[src/rtl/ctfs_pkg.sv]
// shared types and constants for the chat format tag stripper
// no dependencies; imported by every module of the block
package ctfs_pkg;

   localparam int WIN_DEPTH = 7;
   localparam int CNT_W     = 3;
   localparam int NUM_TAGS  = 6;
   localparam int TAG_MAX   = 7;

   localparam logic [CNT_W-1:0] CNT_FULL = CNT_W'(WIN_DEPTH);
   localparam logic [CNT_W-1:0] CNT_ONE  = CNT_W'(1);
   localparam logic [CNT_W-1:0] CNT_TWO  = CNT_W'(2);

   localparam logic [7:0] ESC_CHAR = 8'h1b;
   localparam logic [7:0] BRK_CHAR = "[";
   localparam logic [7:0] GT_CHAR  = ">";
   localparam logic [7:0] M_CHAR   = "m";
   localparam logic [7:0] CR_CHAR  = 8'h0d;
   localparam logic [7:0] LF_CHAR  = 8'h0a;
   localparam logic [7:0] NUL_CHAR = 8'h00;

   // lower-case tag heads, unused tail bytes are never compared
   localparam logic [7:0] TAG_CHARS [NUM_TAGS][TAG_MAX] = '{
      '{"<", "f", "o", "n", "t", " ", NUL_CHAR},
      '{"<", "/", "f", "o", "n", "t", NUL_CHAR},
      '{"<", "f", "a", "d", "e", " ", NUL_CHAR},
      '{"<", "/", "f", "a", "d", "e", ">"},
      '{"<", "a", "l", "t", " ", NUL_CHAR, NUL_CHAR},
      '{"<", "/", "a", "l", "t", ">", NUL_CHAR}
   };
   localparam logic [CNT_W-1:0] TAG_LEN [NUM_TAGS] = '{
      CNT_W'(6), CNT_W'(6), CNT_W'(6), CNT_W'(7), CNT_W'(5), CNT_W'(6)
   };

   typedef logic [WIN_DEPTH-1:0][7:0] window_type;

   typedef enum logic [1:0] {
      SKIP_NONE,
      SKIP_TAG,
      SKIP_ANSI
   } skip_type;

   typedef enum logic [1:0] {
      ST_IDLE,
      ST_PROC,
      ST_LF,
      ST_DONE
   } state_type;

   typedef struct packed {
      logic shift;
      logic load;
   } cell_ctrl_type;

   typedef struct packed {
      logic tag_hit;
      logic esc_hit;
      logic needs_lf;
   } match_type;

   function automatic logic [7:0] fold(input logic [7:0] b);
      if (b >= "A" && b <= "Z") begin
         return b + 8'h20;
      end
      return b;
   endfunction

endpackage

[src/rtl/ctfs_cell.sv]
// one byte slot of the lookahead chain
// depends on ctfs_pkg; takes a new byte or the byte of the next slot, else holds its byte
module ctfs_cell (
   input  logic                    clock,
   input  ctfs_pkg::cell_ctrl_type ctrl,
   input  logic [7:0]              in_byte,
   input  logic [7:0]              next_byte,
   output logic [7:0]              data
);
   import ctfs_pkg::*;

   logic [7:0] data_ff;
   logic [7:0] data_in;

   always_comb begin
      if (ctrl.load) begin
         data_in = in_byte;
      end else if (ctrl.shift) begin
         data_in = next_byte;
      end else begin
         data_in = data_ff;
      end
   end

   always_ff @(posedge clock) begin
      data_ff <= data_in;
   end

   assign data = data_ff;

endmodule

[src/rtl/ctfs_matcher.sv]
// head-of-window pattern detection: tag heads, escape colour start, bare cr
// depends on ctfs_pkg
module ctfs_matcher (
   input  ctfs_pkg::window_type     view,
   input  logic [ctfs_pkg::CNT_W-1:0] count,
   output ctfs_pkg::match_type      match
);
   import ctfs_pkg::*;

   logic [NUM_TAGS-1:0] tag_ok;

   always_comb begin
      for (int k = 0; k < NUM_TAGS; k++) begin
         tag_ok[k] = (count >= TAG_LEN[k]);
         for (int i = 0; i < TAG_MAX; i++) begin
            if (CNT_W'(i) < TAG_LEN[k] && fold(view[i]) != TAG_CHARS[k][i]) begin
               tag_ok[k] = 1'b0;
            end
         end
      end
   end

   assign match.tag_hit  = |tag_ok;
   assign match.esc_hit  = (count >= CNT_TWO) && (view[0] == ESC_CHAR)
                           && (view[1] == BRK_CHAR);
   // after the head is popped, lf is needed unless the new head is lf
   assign match.needs_lf = (view[0] == CR_CHAR)
                           && ((count == CNT_ONE) || (view[1] != LF_CHAR));

endmodule

[src/rtl/chat_format_tag_stripper_core.sv]
// top level of the chat format tag stripper: control sequencer, cell chain,
// output stage; depends on ctfs_pkg, ctfs_cell and ctfs_matcher
//
// Bytes enter a seven-slot chain of cells and leave from its head once the
// chain is full, so cleaned output trails the input by six bytes. In steady
// text, while the result channel does not stall, one byte is taken per cycle
// and one byte leaves per cycle; a CR with no LF after it holds the input
// while the inserted LF is sent. A tag or ESC '[' sequence is recognized at
// the head of the chain, then bytes still in the chain are dropped one per
// cycle up to the terminator; bytes arriving while a skip is open are dropped
// on arrival at full rate. The message end (last byte set) drains the chain
// one slot per cycle while the result channel does not stall, with inserted
// LFs and recognized tags or ESC '[' sequences there, then finds the chain
// empty and sends the final result carrying end_of_message, a bare marker
// with byte_valid low when nothing is left to send. A stalled result channel
// holds the block once its output register is full.
module chat_format_tag_stripper_core (
   input  logic       clock,
   input  logic       reset,
   input  logic       req_valid,
   output logic       req_stall,
   input  logic [7:0] req_in_byte,
   input  logic       req_last_byte,
   output logic       rsp_valid,
   input  logic       rsp_stall,
   output logic [7:0] rsp_out_byte,
   output logic       rsp_byte_valid,
   output logic       rsp_end_of_message
);
   import ctfs_pkg::*;

   state_type         state_ff, state_in;
   logic [CNT_W-1:0]  count_ff, count_in;
   skip_type          skip_ff, skip_in;
   logic              ended_ff, ended_in;
   logic              final_ff, final_in;

   logic              rsp_valid_ff;
   logic [7:0]        rsp_byte_ff;
   logic              rsp_bv_ff;
   logic              rsp_eom_ff;
   logic              pend_valid_ff;
   logic [7:0]        pend_byte_ff;

   window_type        win;
   window_type        view;
   logic [CNT_W-1:0]  view_count;
   match_type         match;
   cell_ctrl_type     cell_ctrl [WIN_DEPTH];

   logic              out_free;
   logic              accept;
   logic              append_en;
   logic              fast_full;
   logic              shift;
   logic              append;
   logic [CNT_W-1:0]  load_idx;
   logic              res_req;
   logic [7:0]        res_byte;
   logic              end_req;
   logic              out_load;
   logic              head_term;
   logic              in_term;

   // ---------------- cell chain ----------------
   always_comb begin
      load_idx = shift ? (count_ff - CNT_ONE) : count_ff;
      for (int i = 0; i < WIN_DEPTH; i++) begin
         cell_ctrl[i].shift = shift;
         cell_ctrl[i].load  = append && (load_idx == CNT_W'(i));
      end
   end

   for (genvar g = 0; g < WIN_DEPTH; g++) begin : g_cell
      logic [7:0] next_byte;
      if (g == WIN_DEPTH - 1) begin : g_tail
         assign next_byte = NUL_CHAR;
      end else begin : g_link
         assign next_byte = win[g+1];
      end
      ctfs_cell u_cell (
         .clock     (clock),
         .ctrl      (cell_ctrl[g]),
         .in_byte   (req_in_byte),
         .next_byte (next_byte),
         .data      (win[g])
      );
   end

   // in idle the incoming byte is looked at as if it were already the tail
   always_comb begin
      view = win;
      view_count = count_ff;
      if (state_ff == ST_IDLE) begin
         view[WIN_DEPTH-1] = req_in_byte;
         view_count = CNT_FULL;
      end
   end

   ctfs_matcher u_matcher (
      .view  (view),
      .count (view_count),
      .match (match)
   );

   // ---------------- shared decode ----------------
   assign out_free  = !rsp_valid_ff || !rsp_stall;
   assign req_stall = !((state_ff == ST_IDLE) && out_free);
   assign accept    = req_valid && !req_stall;
   assign append_en = !ended_ff && (req_in_byte != NUL_CHAR);
   assign fast_full = append_en && (count_ff == CNT_FULL - CNT_ONE);
   assign head_term = ((skip_ff == SKIP_TAG) && (win[0] == GT_CHAR))
                      || ((skip_ff == SKIP_ANSI) && (win[0] == M_CHAR));
   assign in_term   = ((skip_ff == SKIP_TAG) && (req_in_byte == GT_CHAR))
                      || ((skip_ff == SKIP_ANSI) && (req_in_byte == M_CHAR));

   // ---------------- next state ----------------
   always_comb begin
      state_in = state_ff;
      case (state_ff)
         ST_IDLE: begin
            if (accept) begin
               if (req_last_byte) begin
                  state_in = ST_PROC;
               end else if (skip_ff != SKIP_NONE) begin
                  state_in = ST_IDLE;
               end else if (fast_full) begin
                  if (match.tag_hit || match.esc_hit) begin
                     state_in = ST_PROC;
                  end else if (match.needs_lf) begin
                     state_in = ST_LF;
                  end
               end
            end
         end
         ST_PROC: begin
            if (count_ff == '0) begin
               state_in = final_ff ? ST_DONE : ST_IDLE;
            end else if (skip_ff != SKIP_NONE) begin
               state_in = ST_PROC;
            end else if (!final_ff && count_ff < CNT_FULL) begin
               state_in = ST_IDLE;
            end else if (match.tag_hit || match.esc_hit) begin
               state_in = ST_PROC;
            end else if (out_free) begin
               if (match.needs_lf) begin
                  state_in = ST_LF;
               end else begin
                  state_in = final_ff ? ST_PROC : ST_IDLE;
               end
            end
         end
         ST_LF: begin
            if (out_free) begin
               state_in = final_ff ? ST_PROC : ST_IDLE;
            end
         end
         ST_DONE: begin
            if (out_free) begin
               state_in = ST_IDLE;
            end
         end
         default: state_in = ST_IDLE;
      endcase
   end

   // ---------------- outputs and datapath control ----------------
   always_comb begin
      shift    = 1'b0;
      append   = 1'b0;
      count_in = count_ff;
      skip_in  = skip_ff;
      ended_in = ended_ff;
      final_in = final_ff;
      res_req  = 1'b0;
      res_byte = win[0];
      end_req  = 1'b0;
      case (state_ff)
         ST_IDLE: begin
            if (accept) begin
               if (!ended_ff && req_in_byte == NUL_CHAR) begin
                  ended_in = 1'b1;
               end
               if (req_last_byte) begin
                  append   = append_en;
                  count_in = count_ff + CNT_W'(append_en);
                  final_in = 1'b1;
               end else if (skip_ff != SKIP_NONE) begin
                  // window is empty while skipping, the byte is dropped on arrival
                  if (append_en && in_term) begin
                     skip_in = SKIP_NONE;
                  end
               end else if (fast_full) begin
                  if (match.tag_hit || match.esc_hit) begin
                     append   = 1'b1;
                     count_in = CNT_FULL;
                  end else begin
                     shift   = 1'b1;
                     append  = 1'b1;
                     res_req = 1'b1;
                  end
               end else if (append_en) begin
                  append   = 1'b1;
                  count_in = count_ff + CNT_ONE;
               end
            end
         end
         ST_PROC: begin
            if (count_ff == '0) begin
               shift = 1'b0;
            end else if (skip_ff != SKIP_NONE) begin
               shift    = 1'b1;
               count_in = count_ff - CNT_ONE;
               if (head_term) begin
                  skip_in = SKIP_NONE;
               end
            end else if (!final_ff && count_ff < CNT_FULL) begin
               shift = 1'b0;
            end else if (match.tag_hit) begin
               skip_in = SKIP_TAG;
            end else if (match.esc_hit) begin
               skip_in = SKIP_ANSI;
            end else if (out_free) begin
               shift    = 1'b1;
               count_in = count_ff - CNT_ONE;
               res_req  = 1'b1;
            end
         end
         ST_LF: begin
            if (out_free) begin
               res_req  = 1'b1;
               res_byte = LF_CHAR;
            end
         end
         ST_DONE: begin
            if (out_free) begin
               end_req  = 1'b1;
               count_in = '0;
               skip_in  = SKIP_NONE;
               ended_in = 1'b0;
               final_in = 1'b0;
            end
         end
         default: begin
            shift = 1'b0;
         end
      endcase
   end

   // while flushing, one result is held back so the last can carry the end flag
   assign out_load = end_req || (res_req && (!final_ff || pend_valid_ff));

   always_ff @(posedge clock) begin
      if (reset) begin
         state_ff      <= ST_IDLE;
         count_ff      <= '0;
         skip_ff       <= SKIP_NONE;
         ended_ff      <= 1'b0;
         final_ff      <= 1'b0;
         rsp_valid_ff  <= 1'b0;
         pend_valid_ff <= 1'b0;
      end else begin
         state_ff <= state_in;
         count_ff <= count_in;
         skip_ff  <= skip_in;
         ended_ff <= ended_in;
         final_ff <= final_in;
         if (out_load) begin
            rsp_valid_ff <= 1'b1;
         end else if (!rsp_stall) begin
            rsp_valid_ff <= 1'b0;
         end
         if (end_req) begin
            pend_valid_ff <= 1'b0;
         end else if (res_req && final_ff) begin
            pend_valid_ff <= 1'b1;
         end
      end
   end

   always_ff @(posedge clock) begin
      if (res_req && final_ff) begin
         pend_byte_ff <= res_byte;
      end
      if (end_req) begin
         rsp_byte_ff <= pend_valid_ff ? pend_byte_ff : NUL_CHAR;
         rsp_bv_ff   <= pend_valid_ff;
         rsp_eom_ff  <= 1'b1;
      end else if (out_load && final_ff) begin
         rsp_byte_ff <= pend_byte_ff;
         rsp_bv_ff   <= 1'b1;
         rsp_eom_ff  <= 1'b0;
      end else if (out_load) begin
         rsp_byte_ff <= res_byte;
         rsp_bv_ff   <= 1'b1;
         rsp_eom_ff  <= 1'b0;
      end
   end

   assign rsp_valid          = rsp_valid_ff;
   assign rsp_out_byte       = rsp_byte_ff;
   assign rsp_byte_valid     = rsp_bv_ff;
   assign rsp_end_of_message = rsp_eom_ff;

endmodule
[config.mk]
export PLATFORM = sky130hd
export DESIGN_NAME = chat_format_tag_stripper_core
export DESIGN_NICKNAME = d
export VERILOG_FILES = /design/src/rtl/ctfs_pkg.sv /design/src/rtl/ctfs_cell.sv /design/src/rtl/ctfs_matcher.sv /design/src/rtl/chat_format_tag_stripper_core.sv
export SDC_FILE = /design/constraint.sdc
export NUM_CORES = 1
export LEC_CHECK = 0
export BUFFER_PORTS_ARGS = -buffer_cell sky130_fd_sc_hd__buf_2
export CORE_ASPECT_RATIO = 1.1
export CORE_MARGIN = 3
export CORE_UTILIZATION = 35
export CTS_CLUSTER_DIAMETER = 30
export DETAILED_ROUTE_END_ITERATION = 8
export GPL_ROUTABILITY_DRIVEN = 0
export PLACE_DENSITY = 0.52
export SYNTH_ARGS = -nofsm -noshare
export SYNTH_HDL_FRONTEND = slang
export SYNTH_SLANG_ARGS = --single-unit
[constraint.sdc]
create_clock -name clock -period 9.5 [get_ports clock]
set_input_delay 1.425 -clock clock [delete_from_list [all_inputs] [get_ports clock]]
set_output_delay 1.425 -clock clock [all_outputs]
set_load 0.05 [all_outputs]
==> results of run 1 <==
routing by layer:
metal | global-route usage | share of wire | wire length, um | vias up
li1 | - | - | - | 1949
met1 | 0.215 | 0.42 | 6320 | 1998
met2 | 0.316 | 0.50 | 7460 | 130
met3 | 0.0330 | 0.047 | 712 | 31
met4 | 0.0801 | 0.034 | 514 | 0
met5 | 0 | 0 | 0 | -
through the flow:
stage / std cells / utilization
after detailed placement: 693 / 0.378
after CTS: 709 / 0.398
after global routing: 709 / 0.398
final: 709 / 0.398
after floorplan: 493 / -
after global placement: 693 / 0.378
cell families after synthesis:
logic type | synth area share
multiplexers | 0.147
AND/OR/NAND/NOR | 0.223
XOR/XNOR | 0.00479
buffers and inverters | 0.0242
flip-flops | 0.443
AO/OA/AOI/OAI | 0.119
adder cells (fa/ha/maj) | 0.0388
worst max-delay path by stage:
| stage | startpoint | endpoint | slack [ps] | cells past startpoint |
|---|---|---|---|---|
| finish | req_in_byte[0] | g_cell[6].u_cell.data[1] | 4980 | 9 |
| detailed placement | req_in_byte[0] | g_cell[6].u_cell.data[2] | 4670 | 9 |
| global placement | req_in_byte[0] | g_cell[6].u_cell.data[0] | 4630 | 9 |
| CTS | req_in_byte[0] | g_cell[6].u_cell.data[1] | 5030 | 9 |
| global route | req_in_byte[0] | g_cell[6].u_cell.data[1] | 4760 | 9 |
| floorplan | req_in_byte[2] | g_cell[6].u_cell.data[0] | 5310 | 9 |
cell type report:
cell class,count,area (um^2),area share
Clock inverter,7,75.1,0.0124
Inverter,11,41.3,0.00681
Clock buffer,9,225,0.0372
Multi-Input combinational cell,377,2920,0.482
Timing Repair Buffer,24,120,0.0198
Tap cell,196,245,0.0405
Sequential cell,85,2430,0.401
power by group through the flow:
stage               combinational, uW  clock (uW)  sequential (uW)
finish                            209         359              482
CTS                               210         369              482
floorplan                         161           0              480
detailed placement                209           0              490
global placement                  207           0              489
global route                      231         382              486
critical path: stages:
cell and delay (ps):
sky130_fd_sc_hd__buf_2 260, sky130_fd_sc_hd__nor2_1 90, sky130_fd_sc_hd__a31oi_1 430, sky130_fd_sc_hd__nand3_1 220, sky130_fd_sc_hd__nor4bb_1 740, sky130_fd_sc_hd__o21ai_4 190, sky130_fd_sc_hd__a2111o_1 440, sky130_fd_sc_hd__a21oi_1 440
sky130_fd_sc_hd__or2_2 320
registers in the layout (all words and copies together), names as in the netlist:
register and cells:
rsp_out_byte 8, count_ff 3, state_ff 2, rsp_end_of_message 1, ended_ff 1, g_cell.u_cell.data 56
pend_valid_ff 1, final_ff 1, pend_byte_ff 8, rsp_valid 1, skip_ff 2, rsp_byte_valid 1
cell usage in the layout, fill, tap and decap left out, types with 6 or more instances in the layout:
cell type | netlist | routed
sky130_fd_sc_hd__edfxtp_1 | 73 | 73
sky130_fd_sc_hd__nor4_1 | 12 | 12
sky130_fd_sc_hd__clkbuf_16 | 0 | 9
sky130_fd_sc_hd__nand4_1 | 11 | 11
sky130_fd_sc_hd__nor3_1 | 20 | 20
sky130_fd_sc_hd__o21ai_0 | 11 | 11
sky130_fd_sc_hd__a31oi_1 | 6 | 6
sky130_fd_sc_hd__nor2b_1 | 19 | 19
sky130_fd_sc_hd__a21oi_1 | 15 | 15
sky130_fd_sc_hd__a22o_1 | 6 | 6
sky130_fd_sc_hd__a21o_1 | 6 | 6
sky130_fd_sc_hd__mux2_2 | 17 | 17
sky130_fd_sc_hd__or2_2 | 8 | 8
sky130_fd_sc_hd__nor2_1 | 33 | 33
sky130_fd_sc_hd__buf_2 | 0 | 24
sky130_fd_sc_hd__nor4b_1 | 7 | 7
sky130_fd_sc_hd__inv_1 | 10 | 10
sky130_fd_sc_hd__and2_1 | 13 | 13
sky130_fd_sc_hd__dfxtp_1 | 12 | 12
sky130_fd_sc_hd__ha_1 | 17 | 17
sky130_fd_sc_hd__nand3_1 | 11 | 11
sky130_fd_sc_hd__nand2_1 | 32 | 32
sky130_fd_sc_hd__mux2_4 | 36 | 36
sky130_fd_sc_hd__nand3b_1 | 6 | 6
==> impl_summary.log, run 1 <==
[metrics] wire length of the first global-routing pass: 23.6 mm
[metrics] Detailed Route Iter0 Violations: 309
[metrics] synthesis warning total: 0
[metrics] router iterations before antenna repair: 4
[metrics] share of synthesized registers carrying an async set or reset: 0
[metrics] antenna violation net count after detailed routing: 0
[metrics] pre-CTS setup slack: 4670 ps
[metrics] startpoint-to-endpoint class of the critical path: in2reg
[metrics] Core Area: 15,200 um^2
[metrics] Setup Fix Bufs, Post-CTS: 0
[metrics] Min-Delay Path Depth: 1
[metrics] area growth from synthesis to final layout: 10.5%
[metrics] Layout fillers: 1,472
[metrics] switching share of total power: 0.299
[metrics] initial antenna violation count: 0
[metrics] detailed-placement wirelength estimate: between 10 and 15 mm
[metrics] r2r setup slk: 5280 ps
[metrics] top post-synthesis cells by area: sky130_fd_sc_hd__edfxtp_1 (40%), sky130_fd_sc_hd__mux2_4 (9.8%), sky130_fd_sc_hd__dfxtp_1 (4.4%)
[metrics] Max Transition Viols Final: 0
[metrics] worst supply voltage drop on vdd: 0.117 mV
[metrics] Setup Viol. Count Final: 0
[metrics] type of destination of the critical path: flop
[metrics] chip width: 125 um
[metrics] count of final hold-check violations: 0
[metrics] leakage power of the design: 0.00211 uW
[metrics] die area: around 17,000 um^2
[metrics] gate count of the mapped netlist: a little under 500
[metrics] clock buffers created by TritonCTS: 9
[metrics] clock-pin slew of the registers on the worst-case setup and hold paths: 60 ps
[metrics] Relative slew margins: 0.293
[metrics] FF-to-FF path depth: 12
[metrics] kind of launch point of the worst setup path: input port
[metrics] relative contribution of sequential cells to total power: 0.458
[metrics] Total Power: 1050 uW
[metrics] min setup slack post-route: 4980 ps
[metrics] clock insertion delay at the later pin of the skew report: roughly 350 ps
[metrics] largest net degree at the start of global routing: 23
[metrics] num rows: 47
[metrics] post-layout minimum cycle time: 4520 ps
[metrics] y dimension of the die: 137 um
[metrics] Hold WS: 461 ps
[metrics] final non-filler cell area: between 6000 and 7000 um^2
[metrics] Synthesized Nets: between 500 and 600
[metrics] upper clock frequency limit: 221 MHz
[metrics] Num Clock Sinks: between 80 and 90
[metrics] origin of the worst min-delay path: rsp_end_of_message
[metrics] cell-internal power: 736 uW
[metrics] Clock Root Buffer: sky130_fd_sc_hd__clkbuf_16
[metrics] data arrival time of the worst path: ~4600 ps
[metrics] flop and latch count out of synthesis: 85
[metrics] hold-fix buffer count after cts: 0
[metrics] all-layer global routing usage: 0.179
[metrics] Critical Path RT: 9540 ps
[metrics] switching pwr: 315 uW
[metrics] area of the mapped netlist: 5490 um^2
[metrics] Synth top area share: 0.399
[metrics] sum of overflow across all layers after global routing: 0
[metrics] status: complete, no violations
[metrics] setup repair after global routing missed its margin: no
[metrics] classification of the worst-slack hold path: reg2reg
[metrics] count of input and output buffers: 24
[metrics] vias per cell: 5.79
[metrics] fraction of power consumed by the clock network: 0.342
[metrics] Mapped Avg Cell Area: ~11 um^2
[metrics] sequential cell area fraction in the yosys report: 0.443
[metrics] number of distinct library cell variants in the gate-level netlist after synthesis: 68
[metrics] Comb power frac: 0.199
[metrics] CTS tree: built
[metrics] biggest area consumer among synthesized cells: sky130_fd_sc_hd__edfxtp_1
[metrics] Synth top cells by count: sky130_fd_sc_hd__edfxtp_1 (73), sky130_fd_sc_hd__mux2_4 (36), sky130_fd_sc_hd__nor2_1 (33), sky130_fd_sc_hd__nand2_1 (32), sky130_fd_sc_hd__nor3_1 (20)
[metrics] worst r2r dst: g_cell[3].u_cell.data[3]
[metrics] net count reported at finish: about 540
[metrics] ANT cells: 0
[metrics] number of remaining DRC errors: 0
[metrics] vias: between 4,000 and 5,000
[metrics] sink of the worst hold path: rsp_end_of_message
[metrics] number of H-tree levels: 3
[metrics] Power per Cell Area: 173 nW/um^2
[metrics] slew at the pin closest to its max-slew limit: roughly 1000 ps
[metrics] placed cell area: a little under 6000 um^2
[metrics] cell with the most instances after synthesis: sky130_fd_sc_hd__edfxtp_1
[metrics] I/O pin count: 25
[metrics] count of flip-flops with a built-in enable after synthesis: 73
[metrics] Tcrit/Tclk final: 0.476
[metrics] via count of the first global-routing pass: 4,130
[metrics] origin of the critical flop-to-flop path: state_ff[1]
[metrics] largest clock skew in the final design: 8.83 ps
[metrics] maximum clock insertion buffer count: 2
[metrics] post-cts sizing count: 0
[metrics] starting density of the core: 0.360
[metrics] most frequently used flop master after synthesis: sky130_fd_sc_hd__edfxtp_1
[metrics] biggest fanout along the worst timing path: 11
[metrics] Total Wirelength: approximately 15 mm
[metrics] # Max-Cap Violations: 0
[metrics] share of post-route cells with drive strength above 1: 0.220
[metrics] total negative slack: 0 ps
[metrics] post-detailed-route wirelength per cell: 21.2 um
Power figures use the tool's default switching activity.
==> run 2: changes to the inputs <==
PLACE_DENSITY = 0.54   (was 0.52)
clock period = 4.15 ns   (was 9.5 ns; I/O delays follow)
==> run 2 against run 1 <==
  * Sequential share of layout area shrank 0.63 points
  * Utilization grew 0.63 points
  * Die area is the same
  * Non-clock buffer count grew 15
  * Via count grew 1.7%
  * Global-route usage shrank 0.45 points
  * Cell area grew 1.6%
  * Wire length shrank 0.35%
  * Final cell count grew 2.1%
  * Setup slack lost 4600 ps
  * Hold slack lost 14 ps
  * Count of clock-buffer cells in the layout grew 2
==> impl_summary.log, run 2 (synthesis results as in run 1) <==
[metrics] biggest fanout along the worst timing path: 11
[metrics] Hold WS: about 450 ps
[metrics] classification of the worst-slack hold path: reg2reg
[metrics] most frequent cells in the layout: sky130_fd_sc_hd__edfxtp_1 (73), sky130_fd_sc_hd__mux2_4 (36), sky130_fd_sc_hd__nor2_1 (33), sky130_fd_sc_hd__nand2_1 (32), sky130_fd_sc_hd__buf_2 (24)
[metrics] Min-Delay Path Depth: 1
[metrics] Worst Setup SP: state_ff[1]
[metrics] startpoint-to-endpoint class of the critical path: reg2reg
[metrics] count of input and output buffers: 24
[metrics] Total Wirelength: 15.0 mm
[metrics] largest net degree at the start of global routing: 21
[metrics] switching pwr: between 700 and 800 uW
[metrics] Core Area: 15,200 um^2
[metrics] slew at the pin closest to its max-slew limit: 958 ps
[metrics] pre-CTS setup slack: ~400 ps
[metrics] r2r setup slk: around 420 ps
[metrics] cell-internal power: 1690 uW
[metrics] count of final hold-check violations: 0
[metrics] post-cts sizing count: 0
[metrics] all-layer global routing usage: 0.175
[metrics] worst supply voltage drop on vdd: 0.157 mV
[metrics] type of destination of the critical path: flop
[metrics] post-detailed-route wirelength per cell: 20.6 um
[metrics] total negative slack: 0 ps
[metrics] wire length of the first global-routing pass: about 23 mm
[metrics] vias per cell: 5.77
[metrics] CTS tree: built
[metrics] max FFs per register: 56
[metrics] y dimension of the die: approximately 140 um
[metrics] I/O pin count: 25
[metrics] relative contribution of sequential cells to total power: 0.450
[metrics] origin of the critical flop-to-flop path: state_ff[1]
[metrics] clock buffers created by TritonCTS: 9
[metrics] leakage power of the design: 0.00218 uW
[metrics] area growth from synthesis to final layout: 12.2%
[metrics] placed cell area: 5870 um^2
[metrics] Setup Viol. Count Final: 0
[metrics] Setup Fix Bufs, Post-CTS: 0
[metrics] sum of overflow across all layers after global routing: 0
[metrics] upper clock frequency limit: 268 MHz
[metrics] # Max-Cap Violations: 0
[metrics] min setup slack post-route: 420 ps
[metrics] switching share of total power: 0.294
[metrics] origin of the worst min-delay path: rsp_end_of_message
[metrics] Max Transition Viols Final: 0
[metrics] Power per Cell Area: approximately 400 nW/um^2
[metrics] FF-to-FF path depth: 12
[metrics] net count reported at finish: 553
[metrics] Clock Root Buffer: sky130_fd_sc_hd__clkbuf_16
[metrics] fraction of power consumed by the clock network: 0.332
[metrics] clock insertion delay at the later pin of the skew report: between 300 and 400 ps
[metrics] maximum clock insertion buffer count: 2
[metrics] post-layout util: 0.404
[metrics] sink of the worst hold path: rsp_end_of_message
[metrics] Relative slew margins: 0.359
[metrics] share of post-route cells with drive strength above 1: 0.237
[metrics] status: complete, no violations
[metrics] hold-fix buffer count after cts: 0
[metrics] via count of the first global-routing pass: 4,041
[metrics] Tcrit/Tclk final: 0.899
[metrics] Comb power frac: 0.218
[metrics] final non-filler cell area: 6160 um^2
[metrics] die area: 17,200 um^2
[metrics] initial antenna violation count: 0
[metrics] starting density of the core: 0.360
[metrics] detailed-placement wirelength estimate: approximately 11 mm
[metrics] setup repair after global routing missed its margin: no
[metrics] largest clock skew in the final design: 9.10 ps
[metrics] Detailed Route Iter0 Violations: roughly 270
[metrics] ANT cells: 0
[metrics] commonest non-fill, non-tap cell in the layout: sky130_fd_sc_hd__edfxtp_1
[metrics] chip width: 125 um
[metrics] kind of launch point of the worst setup path: flop
[metrics] clock-pin slew of the registers on the worst-case setup and hold paths: 60 ps
[metrics] antenna violation net count after detailed routing: 0
[metrics] worst r2r dst: g_cell[3].u_cell.data[5]
[metrics] num rows: 47
[metrics] post-layout minimum cycle time: 3730 ps
[metrics] vias: around 4,200
[metrics] data arrival time of the worst path: 3710 ps
[metrics] Critical Path RT: just over 4000 ps
[metrics] router iterations before antenna repair: 5
[metrics] number of H-tree levels: 3
[metrics] number of remaining DRC errors: 0
[metrics] Num Clock Sinks: 85
[run 2: cell types whose count changed in the layout (fill, tap and decap cells not counted), sizes merged]
| cell | change |
|---|---|
| clkbuf | +2 |
| buf | +15 |
| clkinvlp | -2 |
| inv | -1 |
| clkinv | +1 |
[run 2: area by class of cell]
cell class                      count  area (um^2)
Clock inverter                      5         51.3
Inverter                           11         41.3
Tap cell                          196          245
Clock buffer                       11          233
Multi-Input combinational cell    377         2920
Sequential cell                    85         2430
Timing Repair Buffer               39          233
Fill cell                        1478         9070
[run 2: how the worst max path moves through the flow]
stage	to	slack, ps	cells after the start
floorplan	g_cell[6].u_cell.data[0]	760	9
global placement	g_cell[3].u_cell.data[2]	380	10
detailed placement	g_cell[3].u_cell.data[3]	400	9
CTS	g_cell[3].u_cell.data[2]	430	12
global route	g_cell[3].u_cell.data[0]	60	13
finish	g_cell[3].u_cell.data[5]	420	12
[run 2: stage by stage]
stage / total power [uW] / instances
after floorplan: 1470 / 493
after global placement: 1610 / 708
after detailed placement: 1620 / 708
after CTS: 2410 / 724
after global routing: 2510 / 724
final: 2400 / 724
[run 2: power by group through the flow]
stage,logic (uW),registers [uW],clock network [uW]
detailed placement,521,1100,0
global placement,512,1100,0
floorplan,368,1100,0
global route,574,1090,849
finish,523,1080,798
CTS,524,1080,806
[run 2: metal layers]
| metal | global-route usage | vias to the layer above | share of wire |
|---|---|---|---|
| met5 | 0 | - | 0 |
| met4 | 0.0771 | 0 | 0.034 |
| met3 | 0.0302 | 32 | 0.039 |
| met2 | 0.306 | 122 | 0.49 |
| met1 | 0.212 | 2050 | 0.43 |
| li1 | - | 1973 | - |
[run 2: critical path: stages (launching register included)]
cell and delay, ps:
sky130_fd_sc_hd__dfxtp_1 350, sky130_fd_sc_hd__inv_1 120, sky130_fd_sc_hd__ha_1 400, sky130_fd_sc_hd__buf_4 210, sky130_fd_sc_hd__nor2_1 60, sky130_fd_sc_hd__or4_1 490, sky130_fd_sc_hd__nor4_1 260, sky130_fd_sc_hd__o21ai_0 130
sky130_fd_sc_hd__and3_1 240, sky130_fd_sc_hd__o21ai_4 120, sky130_fd_sc_hd__nand2_4 170, sky130_fd_sc_hd__mux2i_4 390, sky130_fd_sc_hd__nand3_1 410
